## src/sv/ssdw_pkg.sv

```systemverilog
// Shared types, constants and the segment glyph table of the two-wire
// display writer. No dependencies.
package ssdw_pkg;

    localparam int DIGITS      = 4;
    localparam int TEXT_FIELDS = 4;
    localparam int TXT_MAX     = (DIGITS < TEXT_FIELDS) ? DIGITS : TEXT_FIELDS;
    localparam int NPOS        = (DIGITS > TEXT_FIELDS) ? DIGITS : TEXT_FIELDS;
    localparam int POS_W       = (NPOS > 1) ? $clog2(NPOS) : 1;
    localparam int CNT_W       = $clog2(NPOS + 1);
    localparam int STEP_W      = $clog2(NPOS + 2);

    localparam int Q_DEPTH     = 4;
    localparam int Q_AW        = $clog2(Q_DEPTH);

    localparam logic [1:0] CMD_RAW  = 2'd0;
    localparam logic [1:0] CMD_TEXT = 2'd1;
    localparam logic [1:0] CMD_NUM  = 2'd2;

    localparam logic [1:0] EV_START = 2'd0;
    localparam logic [1:0] EV_BIT   = 2'd1;
    localparam logic [1:0] EV_ACK   = 2'd2;
    localparam logic [1:0] EV_STOP  = 2'd3;

    localparam logic [7:0] BYTE_DATA_AUTO  = 8'h40;
    localparam logic [7:0] BYTE_ADDR_FIRST = 8'hC0;
    localparam logic [7:0] SEP_BIT         = 8'h80;
    localparam logic [6:0] ASCII_ZERO      = 7'h30;

    localparam logic [16:0] RECIP_TEN = 17'd52429;
    localparam int          RECIP_SH  = 19;

    typedef struct packed {
        logic       start;
        logic       stop;
        logic       last;
        logic [7:0] data;
    } t_entry;

    typedef struct packed {
        logic full;
        logic empty;
    } t_qstat;

    function automatic logic [7:0] letter_code(input logic [4:0] l);
        logic [7:0] s;
        case (l)
            5'd1:    s = 8'h77;
            5'd2:    s = 8'h7c;
            5'd3:    s = 8'h39;
            5'd4:    s = 8'h5e;
            5'd5:    s = 8'h79;
            5'd6:    s = 8'h71;
            5'd7:    s = 8'h3d;
            5'd8:    s = 8'h76;
            5'd9:    s = 8'h04;
            5'd10:   s = 8'h1e;
            5'd11:   s = 8'h75;
            5'd12:   s = 8'h38;
            5'd13:   s = 8'h49;
            5'd14:   s = 8'h54;
            5'd15:   s = 8'h5c;
            5'd16:   s = 8'h73;
            5'd17:   s = 8'h67;
            5'd18:   s = 8'h50;
            5'd19:   s = 8'h6d;
            5'd20:   s = 8'h78;
            5'd21:   s = 8'h1c;
            5'd22:   s = 8'h3e;
            5'd23:   s = 8'h7e;
            5'd24:   s = 8'h76;
            5'd25:   s = 8'h6e;
            5'd26:   s = 8'h5b;
            default: s = 8'h00;
        endcase
        return s;
    endfunction

    function automatic logic [7:0] digit_code(input logic [3:0] d);
        logic [7:0] s;
        case (d)
            4'd0:    s = 8'h3f;
            4'd1:    s = 8'h06;
            4'd2:    s = 8'h5b;
            4'd3:    s = 8'h4f;
            4'd4:    s = 8'h66;
            4'd5:    s = 8'h6d;
            4'd6:    s = 8'h7d;
            4'd7:    s = 8'h07;
            4'd8:    s = 8'h7f;
            4'd9:    s = 8'h6f;
            default: s = 8'h00;
        endcase
        return s;
    endfunction

    // 7-bit ASCII to segments; letters are case-blind, no glyph gives blank
    function automatic logic [7:0] seg_code(input logic [6:0] c);
        logic [7:0] s;
        case (c) inside
            7'h2C, 7'h2E, 7'h5F: s = 8'h08;
            7'h2D:               s = 8'h40;
            [7'h30:7'h39]:       s = digit_code(c[3:0]);
            [7'h41:7'h5A]:       s = letter_code(c[4:0]);
            [7'h61:7'h7A]:       s = letter_code(c[4:0]);
            default:             s = 8'h00;
        endcase
        return s;
    endfunction

endpackage

```

## src/sv/ssdw_front.sv

```systemverilog
// Command front end: takes one command, converts numbers to digits and
// queues one byte descriptor per transmitted byte. Depends on ssdw_pkg.
module ssdw_front import ssdw_pkg::*; (
    input  logic       i_clk,
    input  logic       i_rst_n,
    input  logic       i_valid,
    output logic       o_stall,
    input  logic [1:0] i_command,
    input  logic [7:0] i_raw_byte,
    input  logic [6:0] i_char0,
    input  logic [6:0] i_char1,
    input  logic [6:0] i_char2,
    input  logic [6:0] i_char3,
    input  logic [2:0] i_char_count,
    input  logic [15:0] i_number,
    input  logic       i_separator,
    input  t_qstat     i_qstat,
    output logic       o_push,
    output t_entry     o_entry
);

    localparam logic [1:0] S_IDLE = 2'd0;
    localparam logic [1:0] S_DIG  = 2'd1;
    localparam logic [1:0] S_EMIT = 2'd2;

    logic [1:0]        r_state;
    logic              r_raw_mode;
    logic [7:0]        r_raw;
    logic [6:0]        r_chr [NPOS];
    logic [CNT_W-1:0]  r_cnt;
    logic              r_sep;
    logic [15:0]       r_num;
    logic [POS_W-1:0]  r_k;
    logic [STEP_W-1:0] r_step;

    logic              w_accept;
    logic [6:0]        w_chars [TEXT_FIELDS];
    logic [2:0]        w_cnt_clamp;
    logic [32:0]       w_prod;
    logic [15:0]       w_quot;
    logic [3:0]        w_digit;
    logic [POS_W-1:0]  w_dig_pos;
    logic [POS_W-1:0]  w_idx;
    logic [7:0]        w_seg;
    logic [STEP_W-1:0] w_last_step;
    logic              w_done;
    logic              w_final_chr;

    assign o_stall  = (r_state != S_IDLE);
    assign w_accept = i_valid && (r_state == S_IDLE);

    assign w_chars[0] = i_char0;
    assign w_chars[1] = i_char1;
    assign w_chars[2] = i_char2;
    assign w_chars[3] = i_char3;

    assign w_cnt_clamp = (i_char_count > 3'(TXT_MAX)) ? 3'(TXT_MAX) : i_char_count;

    assign w_prod    = r_num * RECIP_TEN;
    assign w_quot    = w_prod[RECIP_SH +: 16];
    assign w_digit   = 4'(r_num - ((w_quot << 3) + (w_quot << 1)));
    assign w_dig_pos = POS_W'(DIGITS - 1) - r_k;

    assign w_idx       = POS_W'(r_step - STEP_W'(2));
    assign w_seg       = seg_code(r_chr[w_idx]);
    assign w_last_step = r_raw_mode ? '0 : STEP_W'(r_cnt) + STEP_W'(1);
    assign w_done      = (r_step == w_last_step);
    assign w_final_chr = (STEP_W'(w_idx) == STEP_W'(r_cnt) - STEP_W'(1));

    always_comb begin
        o_entry = '0;
        if (r_raw_mode) begin
            o_entry = '{start: 1'b1, stop: 1'b1, last: 1'b1, data: r_raw};
        end else if (r_step == STEP_W'(0)) begin
            o_entry = '{start: 1'b1, stop: 1'b1, last: 1'b0, data: BYTE_DATA_AUTO};
        end else if (r_step == STEP_W'(1)) begin
            o_entry.start = 1'b1;
            o_entry.stop  = (r_cnt == '0);
            o_entry.last  = (r_cnt == '0);
            o_entry.data  = BYTE_ADDR_FIRST;
        end else begin
            o_entry.start = 1'b0;
            o_entry.stop  = w_final_chr;
            o_entry.last  = w_final_chr;
            o_entry.data  = w_seg | ((r_sep && w_idx == POS_W'(1)) ? SEP_BIT : 8'h00);
        end
    end

    assign o_push = (r_state == S_EMIT) && !i_qstat.full;

    always_ff @(posedge i_clk) begin
        if (!i_rst_n) begin
            r_state <= S_IDLE;
        end else begin
            case (r_state)
                S_IDLE: begin
                    if (w_accept) begin
                        if (i_command == CMD_RAW || i_command == CMD_TEXT) begin
                            r_state <= S_EMIT;
                        end else if (i_command == CMD_NUM) begin
                            r_state <= S_DIG;
                        end
                    end
                end
                S_DIG: begin
                    if (r_k == POS_W'(DIGITS - 1)) begin
                        r_state <= S_EMIT;
                    end
                end
                S_EMIT: begin
                    if (o_push && w_done) begin
                        r_state <= S_IDLE;
                    end
                end
                default: r_state <= S_IDLE;
            endcase
        end
    end

    always_ff @(posedge i_clk) begin
        if (w_accept) begin
            r_raw_mode <= (i_command == CMD_RAW);
            r_raw      <= i_raw_byte;
            r_sep      <= i_separator;
            r_num      <= i_number;
            r_k        <= '0;
            r_step     <= '0;
            if (i_command == CMD_NUM) begin
                r_cnt <= CNT_W'(DIGITS);
            end else begin
                r_cnt <= CNT_W'(w_cnt_clamp);
                for (int i = 0; i < NPOS; i++) begin
                    r_chr[i] <= (i < TEXT_FIELDS) ? w_chars[i] : 7'h00;
                end
            end
        end else if (r_state == S_DIG) begin
            r_chr[w_dig_pos] <= ASCII_ZERO + 7'(w_digit);
            r_num            <= w_quot;
            r_k              <= r_k + POS_W'(1);
        end else if (o_push) begin
            r_step <= r_step + STEP_W'(1);
        end
    end

endmodule

```

## src/sv/ssdw_fifo.sv

```systemverilog
// Short queue of byte descriptors between the front end and the event
// sequencer. Depends on ssdw_pkg.
module ssdw_fifo import ssdw_pkg::*; (
    input  logic   i_clk,
    input  logic   i_rst_n,
    input  logic   i_push,
    input  t_entry i_entry,
    input  logic   i_pop,
    output t_entry o_entry,
    output t_qstat o_qstat
);

    t_entry          r_mem [Q_DEPTH];
    logic [Q_AW-1:0] r_wp;
    logic [Q_AW-1:0] r_rp;
    logic [Q_AW:0]   r_cnt;

    assign o_entry       = r_mem[r_rp];
    assign o_qstat.full  = (r_cnt == (Q_AW+1)'(Q_DEPTH));
    assign o_qstat.empty = (r_cnt == '0);

    always_ff @(posedge i_clk) begin
        if (!i_rst_n) begin
            r_wp  <= '0;
            r_rp  <= '0;
            r_cnt <= '0;
        end else begin
            if (i_push) begin
                r_wp <= r_wp + Q_AW'(1);
            end
            if (i_pop) begin
                r_rp <= r_rp + Q_AW'(1);
            end
            if (i_push && !i_pop) begin
                r_cnt <= r_cnt + (Q_AW+1)'(1);
            end else if (i_pop && !i_push) begin
                r_cnt <= r_cnt - (Q_AW+1)'(1);
            end
        end
    end

    always_ff @(posedge i_clk) begin
        if (i_push) begin
            r_mem[r_wp] <= i_entry;
        end
    end

endmodule

```

## src/sv/ssdw_back.sv

```systemverilog
// Event sequencer: plays each byte descriptor out as an optional start, eight
// data bits, ack slot, optional stop into the output register. Uses ssdw_pkg.
module ssdw_back import ssdw_pkg::*; (
    input  logic       i_clk,
    input  logic       i_rst_n,
    input  t_qstat     i_qstat,
    input  t_entry     i_entry,
    output logic       o_pop,
    output logic       o_valid,
    input  logic       i_stall,
    output logic [1:0] o_event_kind,
    output logic       o_bit_value,
    output logic       o_last
);

    localparam logic [3:0] PH_START = 4'd0;
    localparam logic [3:0] PH_BIT0  = 4'd1;
    localparam logic [3:0] PH_BIT7  = 4'd8;
    localparam logic [3:0] PH_ACK   = 4'd9;
    localparam logic [3:0] PH_STOP  = 4'd10;

    logic       r_busy;
    t_entry     r_ent;
    logic [3:0] r_ph;
    logic       r_ov;
    logic [1:0] r_kind;
    logic       r_bit;
    logic       r_last;

    logic       w_load;
    logic [2:0] w_bit_idx;

    assign w_load    = !r_ov || !i_stall;
    assign o_pop     = !r_busy && !i_qstat.empty;
    assign w_bit_idx = 3'(r_ph - PH_BIT0);

    assign o_valid      = r_ov;
    assign o_event_kind = r_kind;
    assign o_bit_value  = r_bit;
    assign o_last       = r_last;

    always_ff @(posedge i_clk) begin
        if (!i_rst_n) begin
            r_busy <= 1'b0;
            r_ov   <= 1'b0;
        end else begin
            if (o_pop) begin
                r_busy <= 1'b1;
                r_ent  <= i_entry;
                r_ph   <= i_entry.start ? PH_START : PH_BIT0;
                if (w_load) begin
                    r_ov <= 1'b0;
                end
            end else if (r_busy && w_load) begin
                r_ov <= 1'b1;
                if (r_ph == PH_START) begin
                    r_kind <= EV_START;
                    r_bit  <= 1'b0;
                    r_last <= 1'b0;
                    r_ph   <= PH_BIT0;
                end else if (r_ph <= PH_BIT7) begin
                    r_kind <= EV_BIT;
                    r_bit  <= r_ent.data[w_bit_idx];
                    r_last <= 1'b0;
                    r_ph   <= r_ph + 4'd1;
                end else if (r_ph == PH_ACK) begin
                    r_kind <= EV_ACK;
                    r_bit  <= 1'b0;
                    r_last <= r_ent.last && !r_ent.stop;
                    if (r_ent.stop) begin
                        r_ph <= PH_STOP;
                    end else begin
                        r_busy <= 1'b0;
                    end
                end else begin
                    r_kind <= EV_STOP;
                    r_bit  <= 1'b0;
                    r_last <= r_ent.last;
                    r_busy <= 1'b0;
                end
            end else if (w_load) begin
                r_ov <= 1'b0;
            end
        end
    end

    a_bit_only_data: assert property (@(posedge i_clk) disable iff (!i_rst_n)
        (r_ov && r_kind != EV_BIT) |-> !r_bit)
        else $error("nonzero line level on a non-data event");

    a_last_is_stop: assert property (@(posedge i_clk) disable iff (!i_rst_n)
        (r_ov && r_last) |-> (r_kind == EV_STOP))
        else $error("final event of a command is not a stop");

    a_start_then_bit: assert property (@(posedge i_clk) disable iff (!i_rst_n)
        (r_ov && !i_stall && r_kind == EV_START) |=> (r_ov && r_kind == EV_BIT))
        else $error("start not followed by a data bit");

    a_phase_range: assert property (@(posedge i_clk) disable iff (!i_rst_n)
        r_busy |-> (r_ph <= PH_STOP))
        else $error("sequencer phase out of range");

endmodule

```

## src/sv/seven_segment_serial_display_writer_unit.sv

```systemverilog
// Two-wire seven-segment display writer: one command in, a stream of link
// events (start, data bit, ack slot, stop) out, one event per beat; last marks
// the final beat of a command. The event sequencer emits one event per cycle
// while the receiver does not stall and pauses to take each byte from the
// queue; number conversion yields one decimal digit per cycle before queueing.
// A new command is accepted once the front end has queued all bytes of the
// previous one. Command 3 is accepted and produces nothing.
// Depends on ssdw_pkg, ssdw_front, ssdw_fifo, ssdw_back.
module seven_segment_serial_display_writer_unit import ssdw_pkg::*; (
    input  logic        i_clk,
    input  logic        i_rst_n,
    input  logic        i_valid,
    output logic        o_stall,
    input  logic [1:0]  i_command,
    input  logic [7:0]  i_raw_byte,
    input  logic [6:0]  i_char0,
    input  logic [6:0]  i_char1,
    input  logic [6:0]  i_char2,
    input  logic [6:0]  i_char3,
    input  logic [2:0]  i_char_count,
    input  logic [15:0] i_number,
    input  logic        i_separator,
    output logic        o_valid,
    input  logic        i_stall,
    output logic [1:0]  o_event_kind,
    output logic        o_bit_value,
    output logic        o_last
);

    t_qstat w_qstat;
    t_entry w_push_entry;
    t_entry w_head_entry;
    logic   w_push;
    logic   w_pop;

    ssdw_front u_front (
        .i_clk        (i_clk),
        .i_rst_n      (i_rst_n),
        .i_valid      (i_valid),
        .o_stall      (o_stall),
        .i_command    (i_command),
        .i_raw_byte   (i_raw_byte),
        .i_char0      (i_char0),
        .i_char1      (i_char1),
        .i_char2      (i_char2),
        .i_char3      (i_char3),
        .i_char_count (i_char_count),
        .i_number     (i_number),
        .i_separator  (i_separator),
        .i_qstat      (w_qstat),
        .o_push       (w_push),
        .o_entry      (w_push_entry)
    );

    ssdw_fifo u_fifo (
        .i_clk   (i_clk),
        .i_rst_n (i_rst_n),
        .i_push  (w_push),
        .i_entry (w_push_entry),
        .i_pop   (w_pop),
        .o_entry (w_head_entry),
        .o_qstat (w_qstat)
    );

    ssdw_back u_back (
        .i_clk        (i_clk),
        .i_rst_n      (i_rst_n),
        .i_qstat      (w_qstat),
        .i_entry      (w_head_entry),
        .o_pop        (w_pop),
        .o_valid      (o_valid),
        .i_stall      (i_stall),
        .o_event_kind (o_event_kind),
        .o_bit_value  (o_bit_value),
        .o_last       (o_last)
    );

endmodule

```

## config.mk

```make
export PLATFORM = sky130hd
export DESIGN_NAME = seven_segment_serial_display_writer_unit
export DESIGN_NICKNAME = d
export VERILOG_FILES = /design/src/sv/ssdw_pkg.sv /design/src/sv/ssdw_front.sv /design/src/sv/ssdw_fifo.sv /design/src/sv/ssdw_back.sv /design/src/sv/seven_segment_serial_display_writer_unit.sv
export SDC_FILE = /design/constraint.sdc
export NUM_CORES = 1
export LEC_CHECK = 0
export BUFFER_PORTS_ARGS = -buffer_cell sky130_fd_sc_hd__buf_2
export CORE_MARGIN = 2
export CORE_UTILIZATION = 37
export DETAILED_ROUTE_END_ITERATION = 10
export GPL_TIMING_DRIVEN = 0
export PLACE_DENSITY = 0.53
export SETUP_SLACK_MARGIN = 0.05
export SLEW_MARGIN = 20
export SYNTH_ARGS = -nofsm -noshare
export SYNTH_HDL_FRONTEND = slang
export SYNTH_SLANG_ARGS = --single-unit
```

## constraint.sdc

```tcl
create_clock -name i_clk -period 6 [get_ports i_clk]
set_input_delay 1.2 -clock i_clk [delete_from_list [all_inputs] [get_ports i_clk]]
set_output_delay 1.2 -clock i_clk [all_outputs]
set_load 0.01 [all_outputs]
```

Word level (Yosys, flattened, before mapping)
Memory sizes are Yosys's and may differ from the RTL's. A register that Yosys moved wholly into a read port is not among the register bits.
Cells that the tools add are included.
Cells by class
  equality and inequality tests: 22
  mux-type cells: 52
  bitwise logic cells: 4
  add/sub/neg operators: 12
  order comparisons: 9
  reduce and logical (&&, ||, !) cells: 44
Operators with widths (number)
  8-bit 2-to-1 mux: 6
  11-bit 2-to-1 mux: 3
  4-bit 2-to-1 mux: 6
  1-bit 2-to-1 mux: 23
  7-bit by 6-bit equality test with 1-bit output, second input constant: 3
  2-bit 2-to-1 mux: 8
  7-bit greater-or-equal comparator, second input constant: 2
  7-bit less-or-equal comparator, second input constant: 2
  1-bit logical AND: 12
  4-bit AND reduction: 3
  3-bit by 1-bit adder with 3-bit output, second input constant: 3
  3-bit logical NOT: 3
  3-bit 2-to-1 mux: 3
  3-bit by 1-bit subtractor with 3-bit output, second input constant: 3
  1-bit logical NOT: 8
  8-bit OR: 1
  4-bit nonzero test: 2
  7-bit equality test, second input constant: 1
  7-bit by 6-bit greater-or-equal comparator with 1-bit output, second input constant: 1
  7-bit by 6-bit less-or-equal comparator with 1-bit output, second input constant: 1
  7-bit 2-to-1 mux: 1
  7-bit OR reduction: 1
  2-bit by 1-bit adder with 2-bit output, second input constant: 3
  2-bit by 1-bit equality test with 1-bit output, second input constant: 3
  other kinds (26): 41
Storage, ports and cells
  memory bits (writable): 72
  bits in read-only memories: 560
  memories: 5
  logic and storage cells: 168
  bits of input ports: 62
  flip-flop bits (word level): 47
Memory list
  (name not given): depth 32, width 7, rd ports 1, clocked after memory_dff 0, wr ports 0, line ssdw_pkg.sv:47  | case (l)
  (name not given): depth 32, width 7, rd ports 1, clocked after memory_dff 0, wr ports 0, line ssdw_pkg.sv:47
  (name not given): depth 16, width 7, rd ports 1, clocked after memory_dff 0, wr ports 0, line ssdw_pkg.sv:81  | case (d)
  u_fifo.r_mem: depth 4, width 11, rd ports 1, clocked after memory_dff 1, wr ports 1, line ssdw_fifo.sv:13  | t_entry r_mem [Q_DEPTH];
  u_front.r_chr: depth 4, width 7, rd ports 1, clocked after memory_dff 0, wr ports 4, line ssdw_front.sv:29  | logic [6:0] r_chr [NPOS];

Longest topological paths before layout
An unclocked memory read counts as a cell.
  word-level depth: 13
  gate-level depth with buffers: 11
  depth with buffers taken out: 9

Cells and area by module
Synthesis repeated with hierarchy kept, for this count alone.
Unflattened totals
  cell total of the unflattened synthesis: 439
  area total of the unflattened synthesis: 6029.5 µm²
Modules (own cells, without submodules)
  ssdw_front: instances 1, area each 3061.7 µm², cells each 272
  ssdw_fifo: instances 1, area each 2034.5 µm², cells each 100
  ssdw_back: instances 1, area each 933.4 µm², cells each 67

Worst setup path before layout
Ideal clock, no wire load.
  path kind: register to register
  start: register u_front.r_step[0]
  end: memory u_fifo.r_mem[0][4] in the netlist's numbering (data pin)
  library setup time: 268 ps
  buffers on the path: 1
  cell stages (with the launch flop): 11
  clock period less this slack: 2855 ps
  data required time: 5732 ps
  arrival time: 2587 ps
  path slack: 3145 ps
  path through: dfxtp_1 buf_6 mux4_2 inv_1 ha_1 nor3_1 or4b_1 a21oi_1 nor2_1 a32oi_1 nand2_1
RTL lines
  start: declaration: line ssdw_front.sv:34  | logic [STEP_W-1:0] r_step;
  start signal: assignment: line ssdw_front.sv:141  | r_step <= r_step + STEP_W'(1);
  end: declaration: line ssdw_fifo.sv:13

==> metrics.txt <==
min cycle time layout 3442 ps; Starting Density 0.3782; DRT iter0 DRCs 269; Worst-Margin Slew 864.8 ps; switch share 0.3220; area of the multi-input gates 0.002379 mm²; Flop pwr share 0.357; Power Internal 2.192 mW; Required @ worst endpoint 6150 ps; Fin Setup TNS 0 ps; Final Hold Viols 0; Placer Congestion 0.8362; status finished, final reports clean; switching pwr 1.041 mW; main flop type after synthesis edfxtp_1; first-pass GRT wire length 20170 µm; CTS Buf Count 17; post-synthesis sequential area ratio 0.5748; sequential cell area 0.003453 mm²; CTS tree yes; post-route design area 0.007156 mm²; Synth Net Count 547; crit path kind reg -> reg; pwr dens 451.9 mW/mm²; CTS Sinks 121; Crit. End Element register; Chip Height 131.4 µm; CTS H-tree lvls 4; clock transition at the registers of the reported paths 50 ps; DR WL met3 564 µm; Worst Skew 9.720 ps; post-synth cell types 57; final wirelength 12220 µm; dpl cell area 0.006548 mm²; Synth Area in Simple Gates 0.1031; met2 wire len 6194 µm; FP Rows 46; FILL cells 1499; cts-stage hold buffer count 0; post-synthesis cell count 458; asr flop ratio synth 0; CORE AREA 0.01589 mm²; Synth Area in Adders 0.05748; die area 0.01727 mm²; Comb power frac 0.320; CTS max path bufs 2; Top Layer Used met4; Avg Vias per Cell 5.018; CP Max Fanout 10; initial antenna violation count 1; Die W 131.4 µm; Reg2Reg Setup Slack 2560 ps; post-synthesis xor/xnor area fraction 0.01603; Layout area overhead 19.10%; pre-CTS WS 2550 ps; Synth Area in Compound Gates 0.08913; Layout Nets 618; RSZ-0062 raised after global routing no; startpoint types register; Slew Viols, Final 0; final setup fails 0; port bufs 51; Worst-Skew Late Latency 410 ps; via count 3809; Leakage 2.605 nW; VDD IR-drop max 0.0002171 V; total track usage 0.1497; Boundary Pins 68; pin count of the biggest net entering global routing 17; Hold Path Class reg -> reg; Clock power frac 0.323; Post-DP HPWL 8916 µm; grt ovf 0; number of global-route vias before repair 3973; Root Driver clkbuf_16; setup repair bufs after CTS 0; met1 wire length 5200 µm; max cap viols 0; period utilisation layout 0.5737; post-route ant nets 0; Syn Std Cell Area 0.006008 mm²; mux cell area share after synthesis 0.1297; PnR worst setup slack 2558 ps; drt drc 0; Wirelength per Cell 16.10 µm; crit path DAT 3590 ps; syn avg cell area 13.12 µm²; dominant combinational cell family by area after synthesis multiplexers; Max-slew headroom 0.4235; EDFF count, synth 103; PostCTS Resize Cnt 0; fraction of layout cells with a size suffix above 1 0.2103; First-pass DRT Iterations 4; Fmax 290.5 MHz; Ys Warns 0; flops & latches, synth 121
[routing by layer]
metal / GRT usage / vias up
li1: - / 1868
met1: 0.1757 / 1825
met2: 0.2568 / 95
met3: 0.04244 / 21
met4: 0.06341 / 0
met5: 0 / -
[state kept, by name, summed over array words and instances, names as in the netlist, 3 cells and up, named ones only]
| signal | flops |
|---|---|
| u_front.r_step | 3 |
| u_front.r_cnt | 3 |
| u_front.r_chr | 28 |
| u_fifo.r_cnt | 3 |
| u_back.r_ent | 10 |
| u_fifo.r_mem | 44 |
| u_front.r_raw | 8 |
| u_back.r_ph | 4 |
[cell families (layout without fill, tap and decap cells)]
group	after synthesis	after routing
AO/OA/AOI/OAI	81	81
XOR/XNOR	11	11
adder cells (fa/ha/maj)	27	27
buffers and inverters	43	127
flip-flops	121	121
multiplexers	51	51
other	0	1
AND/OR/NAND/NOR	124	124
[cell usage after synthesis, drive strengths merged, types with 2 or more instances]
cell,number,area share
edfxtp,103,0.51
nand2,35,0.022
nor2,29,0.018
ha,26,0.054
inv,26,0.016
mux2,25,0.047
a21oi,21,0.017
mux4,19,0.071
dfxtp,18,0.060
o21ai,18,0.015
and2,14,0.015
clkbuf,11,0.0069
nor2b,11,0.011
mux2i,7,0.012
nand3,7,0.0058
xnor2,7,0.010
a211oi,6,0.0075
a31oi,6,0.0062
buf,6,0.0067
nand2b,6,0.0062
nor3,6,0.0050
nor3b,5,0.0062
o221ai,5,0.0073
xor2,4,0.0058
o21bai,3,0.0037
o311ai,3,0.0044
o31ai,3,0.0037
or2,3,0.0031
a22o,2,0.0029
a22oi,2,0.0025
nand3b,2,0.0025
[worst max-delay path, cell delays in order, from the launching register on]
cell and delay, ps:
dfxtp_1 380, buf_6 190, mux4_2 620, inv_1 250
ha_1 350, nand2b_1 110, a31oi_1 470, nor2b_1 250
a221oi_1 110, nor3_1 440
[stage by stage]
stage	hold slack, ps	cells	util	power [mW]
after floorplan	470.4	458	-	1.938
after global placement	487.9	725	0.4113	2.200
after detailed placement	505.9	726	0.4122	2.211
after CTS	519.3	758	0.4503	3.265
after global routing	553.8	758	0.4503	3.436
final	519.0	759	0.4505	3.234
[final cells by class]
type	instances	share of cell area
Antenna cell	1	0.0003497
Buffer	17	0.01137
Clock buffer	22	0.06487
Clock inverter	10	0.01976
Inverter	26	0.01364
Multi-Input combinational cell	294	0.3324
Sequential cell	121	0.4826
Tap cell	216	0.03777
Timing Repair Buffer	52	0.03724
[final timing paths]
path	startpoint	to	depth (start not counted)
min	u_back.r_ent[8]	u_back.o_last	1
max reg2reg	u_front.r_step[0]	u_fifo.r_mem[3][6]	9
min reg2reg	u_back.r_ent[8]	u_back.o_last	1
max	u_front.r_step[0]	u_fifo.r_mem[3][6]	9
[power groups by stage]
stage / clock [mW] / combinational, mW / sequential (mW)
after floorplan: 0 / 0.782 / 1.16
after global placement: 0 / 1.03 / 1.17
after detailed placement: 0 / 1.04 / 1.17
after CTS: 1.06 / 1.05 / 1.16
after global routing: 1.10 / 1.16 / 1.17
final: 1.04 / 1.04 / 1.15
[cells in the final DEF (no fill, tap or decap), types with 3 or more instances in the layout]
master | synthesis | routed
edfxtp_1 | 103 | 103
buf_2 | 2 | 53
nand2_1 | 35 | 35
nor2_1 | 29 | 28
ha_1 | 26 | 26
inv_1 | 24 | 24
a21oi_1 | 21 | 21
mux2_1 | 20 | 20
mux4_2 | 19 | 19
dfxtp_1 | 18 | 18
clkbuf_16 | 0 | 17
clkbuf_1 | 11 | 14
and2_1 | 14 | 14
o21ai_0 | 15 | 13
nor2b_1 | 11 | 11
nand3_1 | 7 | 7
mux2i_1 | 7 | 7
xnor2_1 | 7 | 7
nand2b_1 | 6 | 6
a211oi_1 | 6 | 6
nor3_1 | 6 | 6
a31oi_1 | 6 | 6
o221ai_1 | 5 | 5
nor3b_1 | 5 | 5
o21ai_1 | 3 | 5
mux2_2 | 5 | 5
xor2_1 | 4 | 4
o31ai_1 | 3 | 3
or2_1 | 3 | 3
o21bai_1 | 3 | 3
bufinv_16 | 0 | 3
(Power assumes the default switching activity.)
